`src/hw/rtl/srws_pkg.sv`:
```
// Shared constants, types and helper functions for the scaled reading window statistics core.
package srws_pkg;

  localparam int unsigned WindowDefault = 100;
  localparam int unsigned CfgWidth = 24;
  localparam int unsigned CfgIdxWidth = 3;
  localparam int unsigned RawWidth = 16;
  localparam int unsigned ValWidth = 32;
  localparam int unsigned DecWidth = 3;
  localparam int unsigned DivWidth = 24;
  localparam int unsigned DivDefault = 256;
  localparam int unsigned MaxDecimals = 4;

  // Reciprocals for division by a constant are scaled by two to the power RecipShift.
  localparam int unsigned RecipShift = 36;
  localparam longint unsigned RecipOne = 64'd1 << RecipShift;
  localparam logic [36:0] Recip5 = 37'((RecipOne + 64'd4) / 64'd5);

  typedef enum logic [CfgIdxWidth-1:0] {
    CfgDivider   = 3'd0,
    CfgDecimals  = 3'd1,
    CfgSignedRaw = 3'd2,
    CfgIsTemp    = 3'd3,
    CfgFahr      = 3'd4,
    CfgLogEnable = 3'd5
  } cfg_idx_e;

  typedef struct packed {
    logic [DivWidth-1:0] divider_q8;
    logic [DecWidth-1:0] decimals;
    logic                signed_raw;
    logic                is_temperature;
    logic                fahrenheit;
    logic                log_enable;
  } cfg_t;

  function automatic logic [13:0] pow10(input logic [DecWidth-1:0] dec);
    logic [13:0] p;
    unique case (dec)
      3'd0: p = 14'd1;
      3'd1: p = 14'd10;
      3'd2: p = 14'd100;
      3'd3: p = 14'd1000;
      default: p = 14'd10000;
    endcase
    return p;
  endfunction

  function automatic logic [36:0] recip_pow10(input logic [DecWidth-1:0] dec);
    logic [36:0] m;
    unique case (dec)
      3'd0: m = 37'(RecipOne);
      3'd1: m = 37'((RecipOne + 64'd9) / 64'd10);
      3'd2: m = 37'((RecipOne + 64'd99) / 64'd100);
      3'd3: m = 37'((RecipOne + 64'd999) / 64'd1000);
      default: m = 37'((RecipOne + 64'd9999) / 64'd10000);
    endcase
    return m;
  endfunction

  function automatic logic signed [ValWidth-1:0] sat32(input logic signed [63:0] x);
    logic signed [ValWidth-1:0] r;
    if (x > 64'sh0000_0000_7FFF_FFFF) begin
      r = 32'sh7FFF_FFFF;
    end else if (x < -64'sh0000_0000_8000_0000) begin
      r = -32'sh8000_0000;
    end else begin
      r = x[ValWidth-1:0];
    end
    return r;
  endfunction

  typedef enum logic [3:0] {
    StIdle,
    StDiv1,
    StFahr,
    StDiv2,
    StWhole,
    StDiv3,
    StMemRd,
    StMemWr,
    StScan,
    StAvg,
    StDiv4,
    StOut
  } state_e;

endpackage

```
`src/hw/rtl/srws_divider.sv`:
```
// Signed bit-serial restoring division by a 32-bit divisor, with optional flooring.
module srws_divider (
  input  logic                clk_i,
  input  logic                rst_ni,
  input  logic                start_i,
  input  logic                floor_i,
  input  logic signed [63:0]  num_i,
  input  logic [31:0]         den_i,
  output logic                done_o,
  output logic signed [63:0]  quo_o
);
  import srws_pkg::*;

  logic [63:0] n_q, n_d;
  logic [32:0] rem_q, rem_d;
  logic [31:0] den_q, den_d;
  logic [6:0]  cnt_q, cnt_d;
  logic        busy_q, busy_d, neg_q, neg_d, flr_q, flr_d, done_q, done_d;
  logic [32:0] trial;
  logic [63:0] mag;
  logic [63:0] q_adj;

  always_comb begin
    n_d = n_q; rem_d = rem_q; den_d = den_q; cnt_d = cnt_q;
    busy_d = busy_q; neg_d = neg_q; flr_d = flr_q; done_d = 1'b0;
    mag = num_i[63] ? (~num_i + 64'd1) : num_i;
    trial = {rem_q[31:0], n_q[63]} - {1'b0, den_q};
    if (start_i) begin
      n_d = mag; rem_d = '0; den_d = den_i; cnt_d = 7'd64;
      busy_d = 1'b1; neg_d = num_i[63]; flr_d = floor_i;
    end else if (busy_q) begin
      if (!trial[32]) begin
        rem_d = trial;
        n_d = {n_q[62:0], 1'b1};
      end else begin
        rem_d = {rem_q[31:0], n_q[63]};
        n_d = {n_q[62:0], 1'b0};
      end
      cnt_d = cnt_q - 7'd1;
      if (cnt_q == 7'd1) begin
        busy_d = 1'b0;
        done_d = 1'b1;
      end
    end
  end

  always_comb begin
    q_adj = n_q + ((neg_q && flr_q && (rem_q != '0)) ? 64'd1 : 64'd0);
    quo_o = neg_q ? -$signed(q_adj) : $signed(q_adj);
  end

  assign done_o = done_q;

  always_ff @(posedge clk_i or negedge rst_ni) begin
    if (!rst_ni) begin
      busy_q <= 1'b0;
      done_q <= 1'b0;
      cnt_q  <= '0;
    end else begin
      busy_q <= busy_d;
      done_q <= done_d;
      cnt_q  <= cnt_d;
    end
  end

  always_ff @(posedge clk_i) begin
    n_q <= n_d; rem_q <= rem_d; den_q <= den_d;
    neg_q <= neg_d; flr_q <= flr_d;
  end
endmodule


```
`config.mk`:
```
export PLATFORM = sky130hd
export DESIGN_NAME = srws_divider
export DESIGN_NICKNAME = d
export VERILOG_FILES = /design/src/hw/rtl/srws_pkg.sv /design/src/hw/rtl/srws_divider.sv
export SDC_FILE = /design/constraint.sdc
export NUM_CORES = 1
export LEC_CHECK = 0
export ABC_AREA = 1
export BUFFER_PORTS_ARGS = -buffer_cell sky130_fd_sc_hd__buf_2
export CAP_MARGIN = 0
export CORE_MARGIN = 3
export CORE_UTILIZATION = 35
export DETAILED_ROUTE_END_ITERATION = 10
export PLACE_DENSITY = 0.54
export SLEW_MARGIN = 20
export SYNTH_ARGS = -nofsm -noshare
export SYNTH_HDL_FRONTEND = slang
export SYNTH_SLANG_ARGS = --single-unit
```
`constraint.sdc`:
```
create_clock -name clk_i -period 3.3 [get_ports clk_i]
set_clock_uncertainty 0.1 [all_clocks]
set_input_delay 0.495 -clock clk_i [delete_from_list [all_inputs] [get_ports clk_i]]
set_output_delay 0.495 -clock clk_i [all_outputs]
set_load 0.005 [all_outputs]
```
Word-level counts from Yosys, hierarchy flattened
Cells that the tools add are included.
{"block": "totals", "register_bits": 140}
{"block": "op_classes", "add_sub_neg": 5, "n_eq_ne": 1, "muxes": 15, "bitwise_logic": 1, "reduce_logical": 4}
{"operator": "$mux 64", "n": 4}
{"operator": "$add 64x1->64", "n": 1}
{"operator": "$add 64x1->64 const B", "n": 1}
{"operator": "$neg 64->64", "n": 1}
{"operator": "$not 64->64", "n": 1}
{"operator": "$mux 33", "n": 1}
{"operator": "$reduce_bool 33->1", "n": 1}
{"operator": "$sub 33x32->33", "n": 1}
{"operator": "$mux 7", "n": 2}
{"operator": "$mux 1", "n": 8}
{"operator": "$eq 7x1->1 const B", "n": 1}
{"operator": "$sub 7x1->7 const B", "n": 1}
{"operator": "$logic_and 1x1->1", "n": 2}
{"operator": "$reduce_bool 2->1", "n": 1}

Logic depth before layout (Yosys ltp)
{"block": "depth", "ltp_word": 6, "ltp_mapped": 25}

Least setup slack after synthesis
OpenSTA, ideal clock, no wires.
{"block": "synth_path", "path_kind": "register to output", "from": "reg rem_q[16]", "to": "out quo_o[49]", "arrival_time_ns": 2.905, "required_time_ns": 2.705, "path_slack_ns": -0.200, "stages_incl_launch_ff": 21, "path_buffers": 0, "path_cell_list": "dfxtp_1 -> nor4_1 -> nand4_1 -> o31ai_1 -> nor2_1 -> ha_1 -> ha_1 -> nand3_1 -> xor2_1 -> nand3b_1 -> nor2_1 -> nand2_1 -> nor2_1 -> nand3_1 -> nor2_2 -> nand3_2 -> nand2_2 -> nand2_1 -> nand2_1 -> nand2_1 -> inv_1"}
{"block": "synth_between", "elab_chain_cells": 6}
{"element": "start, declared", "line_no": "srws_divider.sv:15", "rtl": "logic [32:0] rem_q, rem_d;"}
{"element": "start signal, assigned", "line_no": "srws_divider.sv:67", "rtl": "n_q <= n_d; rem_q <= rem_d; den_q <= den_d;"}
{"element": "$reduce_bool 33->1 *", "line_no": "srws_divider.sv:48", "rtl": "q_adj = n_q + ((neg_q && flr_q && (rem_q != '0)) ? 64'd1 : 64'd0);"}
{"element": "$logic_and 1x1->1 *", "line_no": "srws_divider.sv:48"}
{"element": "$mux 1 *", "line_no": "srws_divider.sv:48"}
{"element": "$add 64x1->64 *", "line_no": "srws_divider.sv:48"}
{"element": "$neg 64->64", "line_no": "srws_divider.sv:49", "rtl": "quo_o = neg_q ? -$signed(q_adj) : $signed(q_adj);"}
{"element": "$mux 64 *", "line_no": "srws_divider.sv:49"}
{"element": "end, declared", "line_no": "srws_divider.sv:10", "rtl": "output logic signed [63:0] quo_o"}
Every way passes the cells marked *; elsewhere a longest branch is shown, timed or not.

Worst setup path after layout
{"block": "layout_path", "from": "reg rem_q[23]", "to": "out quo_o[36]"}
Same word-level chain as after synthesis.

==> run metrics <==
Rel. slew slack 49.6%; post-synth top area share 21.1%; worst slew pin tran 748 ps; worst r2r path cells 16; Final nets 2,821; Clock Path Buffers 2; worst IR drop on VDD 387 µV; Post-synth EDFFs 98; fmax 0.229 GHz; Final Setup Violations 63; WP data arrival 3760 ps; most instantiated cells after synthesis 642 x nand2_1, 342 x nor2_1, 285 x inv_1, 155 x o21ai_0, 132 x nand3_1; violated checks setup timing; Syn Nets 2,371; CTS tree yes; simple-gate share of the synthesized area 41.4%; Yosys reg bits 140; largest net degree at the start of global routing 90; Mapped Cells 2,231; top cells by area, synth edfxtp_1 21%, nand2_1 17%, nor2_1 9.2%; DR vias/cell 4.93; sequential share of the synthesized area 27.5%; top sig layer met4; # H-tree levels 4; mean area per synthesized cell 6.25 µm²; # DRC 0; DR WL met3 3030 µm; latest clock arrival within the worst-skew pair 430 ps; Hold Path Class in -> reg; fin. max-slew vios 0; Detail Route Antenna Nets 0; Core Rows 72; Root Buffer clkbuf_16; worst setup path endpoint quo_o[36]; DR WL met2 21,600 µm; Synth Area in XOR/XNOR 7.84%; Power Total 10.7 mW; fin worst setup slack -1060 ps; pre-CTS setup slack -783 ps; R2R Setup Slk 50 ps; Synth area leader edfxtp_1; total track usage 24.1%; PD cells 547 nW/µm²; dpl cells 3,142; async set-or-reset flop fraction in the synthesized netlist 6.43%; number of I/O pins 165; status finished with violations; Unique masters post-synth 45; TritonRoute pass-1 iters 5; Iteration-0 DRC Markers 1,125; hpwl dp 42,300 µm; Crit Reg-Reg Startpoint rem_q[16]; setup TNS -55,280 ps; number of fill cells in the layout 3,994; area of the multi-input gates 10,000 µm²; top-count cell post-synth nand2_1; Synth Area in Adders 3.64%; die height 206 µm; Met1 Wirelength 26,700 µm; Core Region 39,000 µm²; Setup CP Type reg -> out; CP max-delay cell dfxtp_2; vias in the first global route 14,700; Seq. cell area 3840 µm²; CP required 2700 ps; first-pass GRT wire length 80,000 µm; GRT overflow 0; post-synthesis compound-gate area fraction 10.5%; crit path time final 4360 ps; CP Launch Type register; Layout area overhead 39.6%; CP max FO 6; Hold Vio Cnt, Final 0; RSZ-0062 raised after global routing true; crit end category output pin; P_leak 9.07 nW; die area 42,300 µm²; Worst-path clk slew 60 ps; final non-filler cell total 3,213; mux cell area share after synthesis 0%; die width 206 µm; via count of the routed design 15,900; initial antenna violation count 1; CTS Buf Count 17; DR WL/cell 16.2 µm; Largest stage delay, worst path 330 ps; synth warn 0; largest family of logic cells by synthesized area simple AND/OR/NAND/NOR gates; Total Wirelength 52,200 µm; Initial Utilization 35.7%; Period Utilization, post-route 132%; Worst Setup SP rem_q[23]; end of the worst register-to-register path rem_q[9]; clk sink count 140; ys flop type edfxtp_1; GPL Wtd Cong 0.956; port buffer count 164; layout cells sized above 1 30.0%; worst-path cell chain nor4_2 > nand4_1 > o31ai_2 > nor2_1 > ha_2 > ha_4 > inv_2 > nand2_2 > nand2_4 > buf_6 > nand2_4 > nor2_4 > nand3_2 > nor2_4 > nand2_2 > nor2_4 > nand2_4 > o21ai_2 > nand4_1 > nand2_1 > inv_1 > buf_2; max_cap viols 0; Post-Syn Area 13,900 µm²
[flip-flops by register name, indices dropped and copies added (netlist names)]
name and cells:
busy_q 1, rem_q 33, flr_q 1, den_q 32, cnt_q 7, neg_q 1, done_o 1, n_q 64
[worst max-delay path: cells and delay by family, from the launching register on]
family          cells  cell delay (ps)
compound gates      2              490
fa+ha+maj           2              380
buf+inv             4              340
flops               1              330
simple gates       14             1800
[where the power goes]
part,internal [mW],switching (mW),leakage [nW]
registers,2.28,0.365,1.42
logic,2.79,3.35,7.37
clock network,1.08,0.790,0.283
[routing by layer]
layer | track usage [%] | vias up
li1 | - | 8106
met1 | 37.6 | 7239
met2 | 35.4 | 465
met3 | 2.80 | 44
met4 | 5.42 | 0
met5 | 0 | -
[kinds of logic (layout without fill, tap and decap cells)]
logic type / Yosys count / in the layout
flops: 140 / 140
compound gates: 270 / 270
fa+ha+maj: 40 / 40
xor+xnor: 124 / 124
simple gates: 1320 / 1321
other cells: 0 / 1
buf+inv: 337 / 799
[worst min-delay path by stage]
| stage | start | to | slack (ps) | depth (start not counted) |
|---|---|---|---|---|
| 6_report | den_i[5] | den_q[5] | 130 | 1 |
| 5_1_grt | den_i[22] | den_q[22] | 110 | 1 |
| 4_1_cts | den_i[22] | den_q[22] | 110 | 1 |
| 3_5_place_dp | rst_ni | done_o | 270 | 1 |
| 3_3_place_gp | rst_ni | done_o | 260 | 1 |
| 2_1_floorplan | rst_ni | busy_q | 100 | 0 |
[final cells by class]
type                       instances  area share, %
clock buffer                      21           2.53
timing repair buffer             472           16.9
multi-input combinational       1755           51.4
inverter                         295           5.73
antenna                            1         0.0129
clock inverter                    11          0.405
tap                              518           3.33
sequential                       140           19.7
[per-stage QoR]
step | utilization (%) | area [µm²] | hold slack [ps]
global placement | 44.7 | 17400 | 265
detailed placement | 44.7 | 17400 | 268
CTS | 47.8 | 18700 | 108
finish | 49.9 | 19500 | 131
global route | 49.9 | 19500 | 114
floorplan | - | 14100 | 99.4
[cell usage in the layout (no fill, tap or decap), types with 10 or more instances in the layout]
cell type	count
nand3b_1	14
a21oi_2	12
ha_4	11
nor2_1	287
dfxtp_1	25
edfxtp_1	98
o21ai_0	132
nor2_2	46
nand4_1	63
xor2_1	81
nor3_1	18
o21ai_1	30
clkbuf_16	20
buf_2	163
nand2_2	68
nor2_4	50
xnor2_1	25
inv_1	275
buf_6	17
a21oi_1	41
nand2_1	587
buf_4	285
nand3_2	11
nand3_1	120
xor2_2	10
ha_1	26
inv_2	15
nand2_4	18
[repair_timing]
action,4_1_cts,5_1_grt
hold endpoints to repair,9,0
setup buffers,15,21
setup endpoints to repair,96,96
pin swaps,61,78
gates resized for setup,136,161
hold buffers,1,0
gates cloned,2,1
No activity file was read; power rests on OpenSTA's default activity.
