<file path="config.mk">
export PLATFORM = sky130hd
export DESIGN_NAME = srws_const_div
export DESIGN_NICKNAME = d
export VERILOG_FILES = /design/src/hw/rtl/srws_pkg.sv /design/src/hw/rtl/srws_divider.sv
export SDC_FILE = /design/constraint.sdc
export NUM_CORES = 2
export LEC_CHECK = 0
export ABC_AREA = 1
export BUFFER_PORTS_ARGS = -buffer_cell sky130_fd_sc_hd__buf_4
export CAP_MARGIN = 20
export CORE_MARGIN = 2
export CORE_UTILIZATION = 45
export CTS_CLUSTER_DIAMETER = 40
export CTS_CLUSTER_SIZE = 25
export DETAILED_ROUTE_END_ITERATION = 10
export SLEW_MARGIN = 20
export SYNTH_ARGS = -nofsm -noshare
export SYNTH_HDL_FRONTEND = slang
export SYNTH_SLANG_ARGS = --single-unit
</file>
<file path="constraint.sdc">
create_clock -name clk_i -period 15.46 [get_ports clk_i]
set_input_delay 0.773 -clock clk_i [delete_from_list [all_inputs] [get_ports clk_i]]
set_output_delay 0.773 -clock clk_i [all_outputs]
set_load 0.1 [all_outputs]
</file>
<file path="src/hw/rtl/srws_pkg.sv">
// Shared constants, types and helper functions for the scaled reading window statistics core.
package srws_pkg;

  localparam int unsigned WindowDefault = 100;
  localparam int unsigned CfgWidth = 24;
  localparam int unsigned CfgIdxWidth = 3;
  localparam int unsigned RawWidth = 16;
  localparam int unsigned ValWidth = 32;
  localparam int unsigned DecWidth = 3;
  localparam int unsigned DivWidth = 24;
  localparam int unsigned DivDefault = 256;
  localparam int unsigned MaxDecimals = 4;

  // Reciprocals for division by a constant are scaled by two to the power RecipShift.
  localparam int unsigned RecipShift = 36;
  localparam longint unsigned RecipOne = 64'd1 << RecipShift;
  localparam logic [36:0] Recip5 = 37'((RecipOne + 64'd4) / 64'd5);

  typedef enum logic [CfgIdxWidth-1:0] {
    CfgDivider   = 3'd0,
    CfgDecimals  = 3'd1,
    CfgSignedRaw = 3'd2,
    CfgIsTemp    = 3'd3,
    CfgFahr      = 3'd4,
    CfgLogEnable = 3'd5
  } cfg_idx_e;

  typedef struct packed {
    logic [DivWidth-1:0] divider_q8;
    logic [DecWidth-1:0] decimals;
    logic                signed_raw;
    logic                is_temperature;
    logic                fahrenheit;
    logic                log_enable;
  } cfg_t;

  function automatic logic [13:0] pow10(input logic [DecWidth-1:0] dec);
    logic [13:0] p;
    unique case (dec)
      3'd0: p = 14'd1;
      3'd1: p = 14'd10;
      3'd2: p = 14'd100;
      3'd3: p = 14'd1000;
      default: p = 14'd10000;
    endcase
    return p;
  endfunction

  function automatic logic [36:0] recip_pow10(input logic [DecWidth-1:0] dec);
    logic [36:0] m;
    unique case (dec)
      3'd0: m = 37'(RecipOne);
      3'd1: m = 37'((RecipOne + 64'd9) / 64'd10);
      3'd2: m = 37'((RecipOne + 64'd99) / 64'd100);
      3'd3: m = 37'((RecipOne + 64'd999) / 64'd1000);
      default: m = 37'((RecipOne + 64'd9999) / 64'd10000);
    endcase
    return m;
  endfunction

  function automatic logic signed [ValWidth-1:0] sat32(input logic signed [63:0] x);
    logic signed [ValWidth-1:0] r;
    if (x > 64'sh0000_0000_7FFF_FFFF) begin
      r = 32'sh7FFF_FFFF;
    end else if (x < -64'sh0000_0000_8000_0000) begin
      r = -32'sh8000_0000;
    end else begin
      r = x[ValWidth-1:0];
    end
    return r;
  endfunction

  typedef enum logic [3:0] {
    StIdle,
    StDiv1,
    StFahr,
    StDiv2,
    StWhole,
    StDiv3,
    StMemRd,
    StMemWr,
    StScan,
    StAvg,
    StDiv4,
    StOut
  } state_e;

endpackage

</file>
<file path="src/hw/rtl/srws_divider.sv">


module srws_const_div (
  input  logic               clk_i,
  input  logic               rst_ni,
  input  logic               start_i,
  input  logic               floor_i,
  input  logic signed [63:0] num_i,
  input  logic [13:0]        den_i,
  input  logic [36:0]        recip_i,
  output logic               done_o,
  output logic signed [63:0] quo_o
);
  import srws_pkg::*;

  logic [39:0] mag;
  logic [39:0] n_q, n_d, quo_q, quo_d;
  logic [13:0] rem_q, rem_d, den_q, den_d;
  logic [36:0] recip_q, recip_d;
  logic [21:0] t, t_q, t_d;
  logic [7:0]  qd_q, qd_d;
  logic [58:0] prod;
  logic [21:0] qd_den, rem_full;
  logic [2:0]  cnt_q, cnt_d;
  logic        busy_q, busy_d, phase_q, phase_d, done_q, done_d;
  logic        neg_q, neg_d, flr_q, flr_d;
  logic [40:0] q_adj;
  logic [63:0] q_ext;

  always_comb begin
    n_d = n_q; quo_d = quo_q; rem_d = rem_q; den_d = den_q; recip_d = recip_q;
    t_d = t_q; qd_d = qd_q; cnt_d = cnt_q; busy_d = busy_q; phase_d = phase_q;
    done_d = 1'b0; neg_d = neg_q; flr_d = flr_q;
    mag = num_i[63] ? (~num_i[39:0] + 40'd1) : num_i[39:0];
    t = {rem_q, n_q[39:32]};
    prod = {37'd0, t} * {22'd0, recip_q};
    qd_den = {14'd0, qd_q} * {8'd0, den_q};
    rem_full = t_q - qd_den;
    if (start_i) begin
      n_d = mag; quo_d = '0; rem_d = '0; den_d = den_i; recip_d = recip_i;
      cnt_d = 3'd5; busy_d = 1'b1; phase_d = 1'b0;
      neg_d = num_i[63]; flr_d = floor_i;
    end else if (busy_q) begin
      if (!phase_q) begin
        t_d = t;
        qd_d = prod[RecipShift+7:RecipShift];
        n_d = {n_q[31:0], 8'd0};
        phase_d = 1'b1;
      end else begin
        rem_d = rem_full[13:0];
        quo_d = {quo_q[31:0], qd_q};
        phase_d = 1'b0;
        cnt_d = cnt_q - 3'd1;
        if (cnt_q == 3'd1) begin
          busy_d = 1'b0;
          done_d = 1'b1;
        end
      end
    end
  end

  always_comb begin
    q_adj = {1'b0, quo_q} + ((neg_q && flr_q && (rem_q != '0)) ? 41'd1 : 41'd0);
    q_ext = {23'd0, q_adj};
    quo_o = neg_q ? -$signed(q_ext) : $signed(q_ext);
  end

  assign done_o = done_q;

  always_ff @(posedge clk_i or negedge rst_ni) begin
    if (!rst_ni) begin
      busy_q  <= 1'b0;
      done_q  <= 1'b0;
      phase_q <= 1'b0;
      cnt_q   <= '0;
    end else begin
      busy_q  <= busy_d;
      done_q  <= done_d;
      phase_q <= phase_d;
      cnt_q   <= cnt_d;
    end
  end

  always_ff @(posedge clk_i) begin
    n_q <= n_d; quo_q <= quo_d; rem_q <= rem_d; den_q <= den_d; recip_q <= recip_d;
    t_q <= t_d; qd_q <= qd_d; neg_q <= neg_d; flr_q <= flr_d;
  end
endmodule

</file>
# Yosys cells after proc, flatten, opt, wreduce, memory -nomap -nowiden
# Cells that the tools add are included.
# word_totals
ff_bits	175
latch_bits	0
ram_bits	0
romBits	0
output_inout_bits	65
elab_cells	54
memories	0
# op_classes
n_addsub	5
n_mul	2
div_mod_pow	0
n_lt_le_gt_ge	0
eq_ne	2
n_shift	0
n_mux	20
bitwise_logic	3
n_reduce_logical	9
# op_table
operator	count
2-to-1 mux 40 bit	4
2-to-1 mux 64 bit	1
negator 41 -> 64 bit	1
multiplier 22 x 37 -> 44 bit	1
adder 40 x 1 -> 41 bit	1
adder 40 x 1 -> 40 bit (second input constant)	1
NOT 40 bit	1
multiplier 8 x 14 -> 14 bit	1
nonzero test 14 bit	1
subtractor 14 bit	1
2-to-1 mux 1 bit	12
2-to-1 mux 3 bit	3
AND reduction 2 bit	3
nonzero test 2 bit	2
== test 3 x 1 -> 1 bit (second input constant)	1
AND reduction 3 bit	1
subtractor 3 x 1 -> 3 bit (second input constant)	1
logical AND 1 bit	2
!= test 2 bit (second input constant)	1
NOT 1 bit	2

# Longest topological paths before layout
# depth
word_depth	6
depth_mapped	28
ltp_nobuf	26

# Worst setup path after synthesis
# OpenSTA, ideal clock, no wires.
# synth_timing
path_kind	reg2reg
from	reg n_q[39]
to	reg qd_q[6], data pin
setup_time_ps	253
arrival_time_ps	6083
t_required_ps	15207
setup_slack_ps	9124
stages_incl_launch_ff	26
cell_sequence	edfxtp_1 clkbuf_1 clkbuf_1 nand2_1 fa_1 inv_1 fa_1 inv_1 fa_1 inv_1 fa_1 fa_1 fa_1 inv_1 fa_1 inv_1 ha_1 nand2_1 nor2_1 inv_1 nor3_1 inv_1 nor4_1 nand2_1 nand4_1 nand2_1
# synth_via
elab_chain_len	1
# synth_rtl
element	line_no	source
from (decl)	srws_divider.sv:17	logic [39:0] n_q, n_d, quo_q, quo_d;
from (signal assigned)	srws_divider.sv:85	n_q <= n_d; quo_q <= quo_d; rem_q <= rem_d; den_q <= den_d; recip_q <= recip_d;
multiplier 22 x 37 -> 44 bit	srws_divider.sv:36	prod = {37'd0, t} * {22'd0, recip_q};
net prod[42]	srws_divider.sv:22	logic [58:0] prod;
to (signal assigned)	srws_divider.sv:86	t_q <= t_d; qd_q <= qd_d; neg_q <= neg_d; flr_q <= flr_d;
to (decl)	srws_divider.sv:21	logic [7:0] qd_q, qd_d;
# The timed path passes the listed nets, and every way through them passes these cells.
# A chain may end at the register's enable or synchronous reset.

# Worst setup path after layout
# layout_timing
from	reg rem_q[4]
to	reg qd_q[6], data pin
# layout_via
elab_chain_len	1
# layout_rtl
element	line_no	source
from (decl)	srws_divider.sv:18	logic [13:0] rem_q, rem_d, den_q, den_d;
from (signal assigned)	srws_divider.sv:85	
multiplier 22 x 37 -> 44 bit	srws_divider.sv:36	
net prod[42]	srws_divider.sv:22	
# The timed path passes the listed nets, and every way through them passes these cells.

==> flow_metrics.py <==
metrics = {
    "clock_tree": {
        "cts_buffer_depth": 2,
        "clk_latency_ns": 0.51,
        "numClockSinks": 175,
        "cts_tree": "done",
        "root_buffer": "clkbuf_16",
        "h-tree-depth": 4,
        "cts.clk_slew.worst_paths_ns": 0.09,
        "cts_setup_buffers": 0,
        "cts_hold_buf": 0,
        "post_cts_resize_count": 0,
        "numCtsBuffers": 17,
    },
    "setup_path": {
        "critical_path.slowest_cell": "dfxtp_1",
        "worstPathMaxFanout": 25,
        "end_kind": "register",
        "crit_chain": "buf_4, nand2_1, fa_1, inv_1, fa_1, inv_1, fa_1, inv_1, fa_1, fa_1, inv_1, fa_1, fa_1, inv_1, ha_1, inv_1, nor3_1, nand2_1, nor3_1, inv_1, nor4_1, nand2_1, nand4_1, nand2_1",
        "worst_path_largest_cell_delay_ns": 0.92,
        "crit_required_ns": 15.69,
        "setup.worst_path.start_class": "register",
        "critPathKind": "reg -> reg",
        "crit_family": "adder cells",
        "critPathArrivalTime_ns": 7.80,
        "critPathBufInv": 8,
    },
    "synthesis": {
        "yosysMostFrequentCell": "nand2_1",
        "syn-cell-area_mm2": 0.0337,
        "synth_common_cells": "1267 x nand2_1, 1108 x inv_1, 652 x fa_1, 228 x nor2_1, 139 x clkbuf_1",
        "synth-seq-area-share_pct": 13.9,
        "async_reset_ff_share_pct": 3.43,
        "yosysTopAreaCell": "fa_1",
        "synth_area_leaders": "fa_1 39%, nand2_1 14%, inv_1 12%",
        "synth_edf_count": 115,
        "synth_top_area_share_pct": 38.7,
        "synth_flop_cell": "edfxtp_1",
        "avgSynthCellArea_um2": 7.76,
        "syn_inst": 4341,
        "synth_nets": 5249,
        "ys_types": 48,
        "ys_seq_elements": 175,
        "synth_warnings": 0,
    },
    "global_routing": {
        "grt_max_degree": 50,
        "track_usage_pct": 25.1,
        "grt_pass1_vias": 28200,
        "grt_pass1_wl_um": 151000,
        "antenna_found_initial": 1,
        "grt-ovfl-total": 0,
    },
    "layout": {
        "fin_nets": 5278,
        "area_growth_pct": 7.89,
        "post-route-util_pct": 48.9,
        "antenna_cells": 0,
        "layout-drive-gt1-share_pct": 6.46,
    },
    "die": {
        "die_x_um": 278,
        "core_mm2": 0.0743,
        "die_area_mm2": 0.0771,
        "start_util_pct": 45.3,
        "pin_count": 184,
        "rows": 100,
        "die_height_um": 278,
    },
    "drt": {
        "route.detailed.drc": 0,
        "wirelength_um": 92100,
        "drt_iter0_markers": 1693,
        "wl_per_cell_um": 17.2,
        "vias": 26700,
        "routed_via_density": 4.99,
        "ant_nets": 0,
        "dr.pass1.iters": 6,
    },
    "sta": {
        "slew_viol_final": 0,
        "max_freq_mhz": 132,
        "tightest_slew_ns": 1.18,
        "rsz0062_at_grt": "no",
        "period_minus_slack_ns": 7.57,
        "hold_viol": 0,
        "finClkSkew_ns": 0.0200,
        "totalNegativeSetupSlack_ns": 0,
        "setup_viol": 0,
        "slew-limit-headroom_pct": 21.6,
        "finalCritPeriodShare_pct": 49.0,
    },
    "run_status": {
        "status": "completed",
    },
    "place": {
        "dp_hpwl_um": 71500,
        "portBuffers": 160,
        "place_congestion": 0.916,
    },
    "run": {
        "maxCapViolCount": 0,
    },
    "min_path": {
        "worstHoldPathType": "in -> async",
    },
}
[cell usage in the layout (no fill, tap or decap), types with 13 or more instances in the layout]
| cell | n |
|---|---|
| xor2_1 | 69 |
| nor2_1 | 228 |
| o22ai_1 | 34 |
| nor4_1 | 13 |
| xnor2_1 | 37 |
| inv_1 | 1108 |
| a31oi_1 | 22 |
| o21ai_0 | 85 |
| clkbuf_16 | 18 |
| nand2_1 | 1267 |
| nand3_1 | 93 |
| nand4_1 | 34 |
| fa_1 | 652 |
| a21oi_1 | 70 |
| edfxtp_1 | 115 |
| ha_1 | 137 |
| buf_4 | 202 |
| nor3_1 | 30 |
| dfxtp_1 | 50 |
[worst register-to-register path: stages (launching register included)]
cell and delay [ns]:
dfxtp_1 0.92, buf_4 0.52, nand2_1 0.15, fa_1 0.57, inv_1 0.07, fa_1 0.54, inv_1 0.06, fa_1 0.50
inv_1 0.05, fa_1 0.47, fa_1 0.55, inv_1 0.06, fa_1 0.50, fa_1 0.58, inv_1 0.06, ha_1 0.36
inv_1 0.08, nor3_1 0.25, nand2_1 0.13, nor3_1 0.23, inv_1 0.08, nor4_1 0.20, nand2_1 0.16, nand4_1 0.09
nand2_1 0.12
[flip-flops by register name, summed over array words and instances (netlist names), 3 cells and up]
register / flops
cnt_q: 3
den_q: 14
n_q: 40
qd_q: 8
quo_q: 40
recip_q: 37
rem_q: 14
t_q: 14
[per-layer routing]
layer	up-vias	wire length [um]	track usage, %
met5	-	0	0
met4	0	2570	7.57
met3	130	5570	4.19
met2	722	43700	41.6
met1	13200	40200	33.9
li1	12700	-	-
[area by class of cell]
cell class | count | area (um^2)
timing repair buffer | 205 | 1560
clock buffer | 19 | 464
clock inverter | 13 | 141
fill | 7339 | 38000
inverter | 1110 | 4170
multi-input combinational | 2861 | 24100
tap | 969 | 1210
sequential | 175 | 4690
[metrics by stage]
| step | std cells | instance area [um^2] | hold WS (ns) | worst slack (ns) |
|---|---|---|---|---|
| floorplan | 4341 | 33700 | 0.406 | 9.12 |
| CTS | 5349 | 36300 | 0.0285 | 7.93 |
| global route | 5352 | 36300 | 0.0432 | 7.54 |
| detailed placement | 5317 | 35700 | 0.480 | 7.99 |
| finish | 5352 | 36300 | 0.0579 | 7.89 |
| global placement | 5317 | 35700 | 0.468 | 8.01 |
[logic make-up after synthesis]
group	after synthesis	share of synthesized area [%]
buffers and inverters	1305	14.6
adder cells (fa/ha/maj)	789	43.8
flip-flops	175	13.9
AND/OR/NAND/NOR	1711	20.5
XOR/XNOR	110	2.95
AO/OA/AOI/OAI	251	4.25
[worst paths after layout]
check / startpoint / endpoint / slack [ns] / depth (start not counted)
min in group clk_i: recip_i[20] / recip_q[20] / 0.43 / 1
hold reg to reg: n_q[33] / t_q[1] / 0.49 / 0
hold / removal: rst_ni / done_o / 0.06 / 1
setup reg to reg: rem_q[4] / qd_q[6] / 7.89 / 24
setup / recovery: rem_q[4] / qd_q[6] / 7.89 / 24
max in group asynchronous: rst_ni / cnt_q[0] / 15.28 / 1
Power is left out: the tool's default activity adds up to more than one toggle a clock period on the data nets, which glitch-free logic cannot reach.
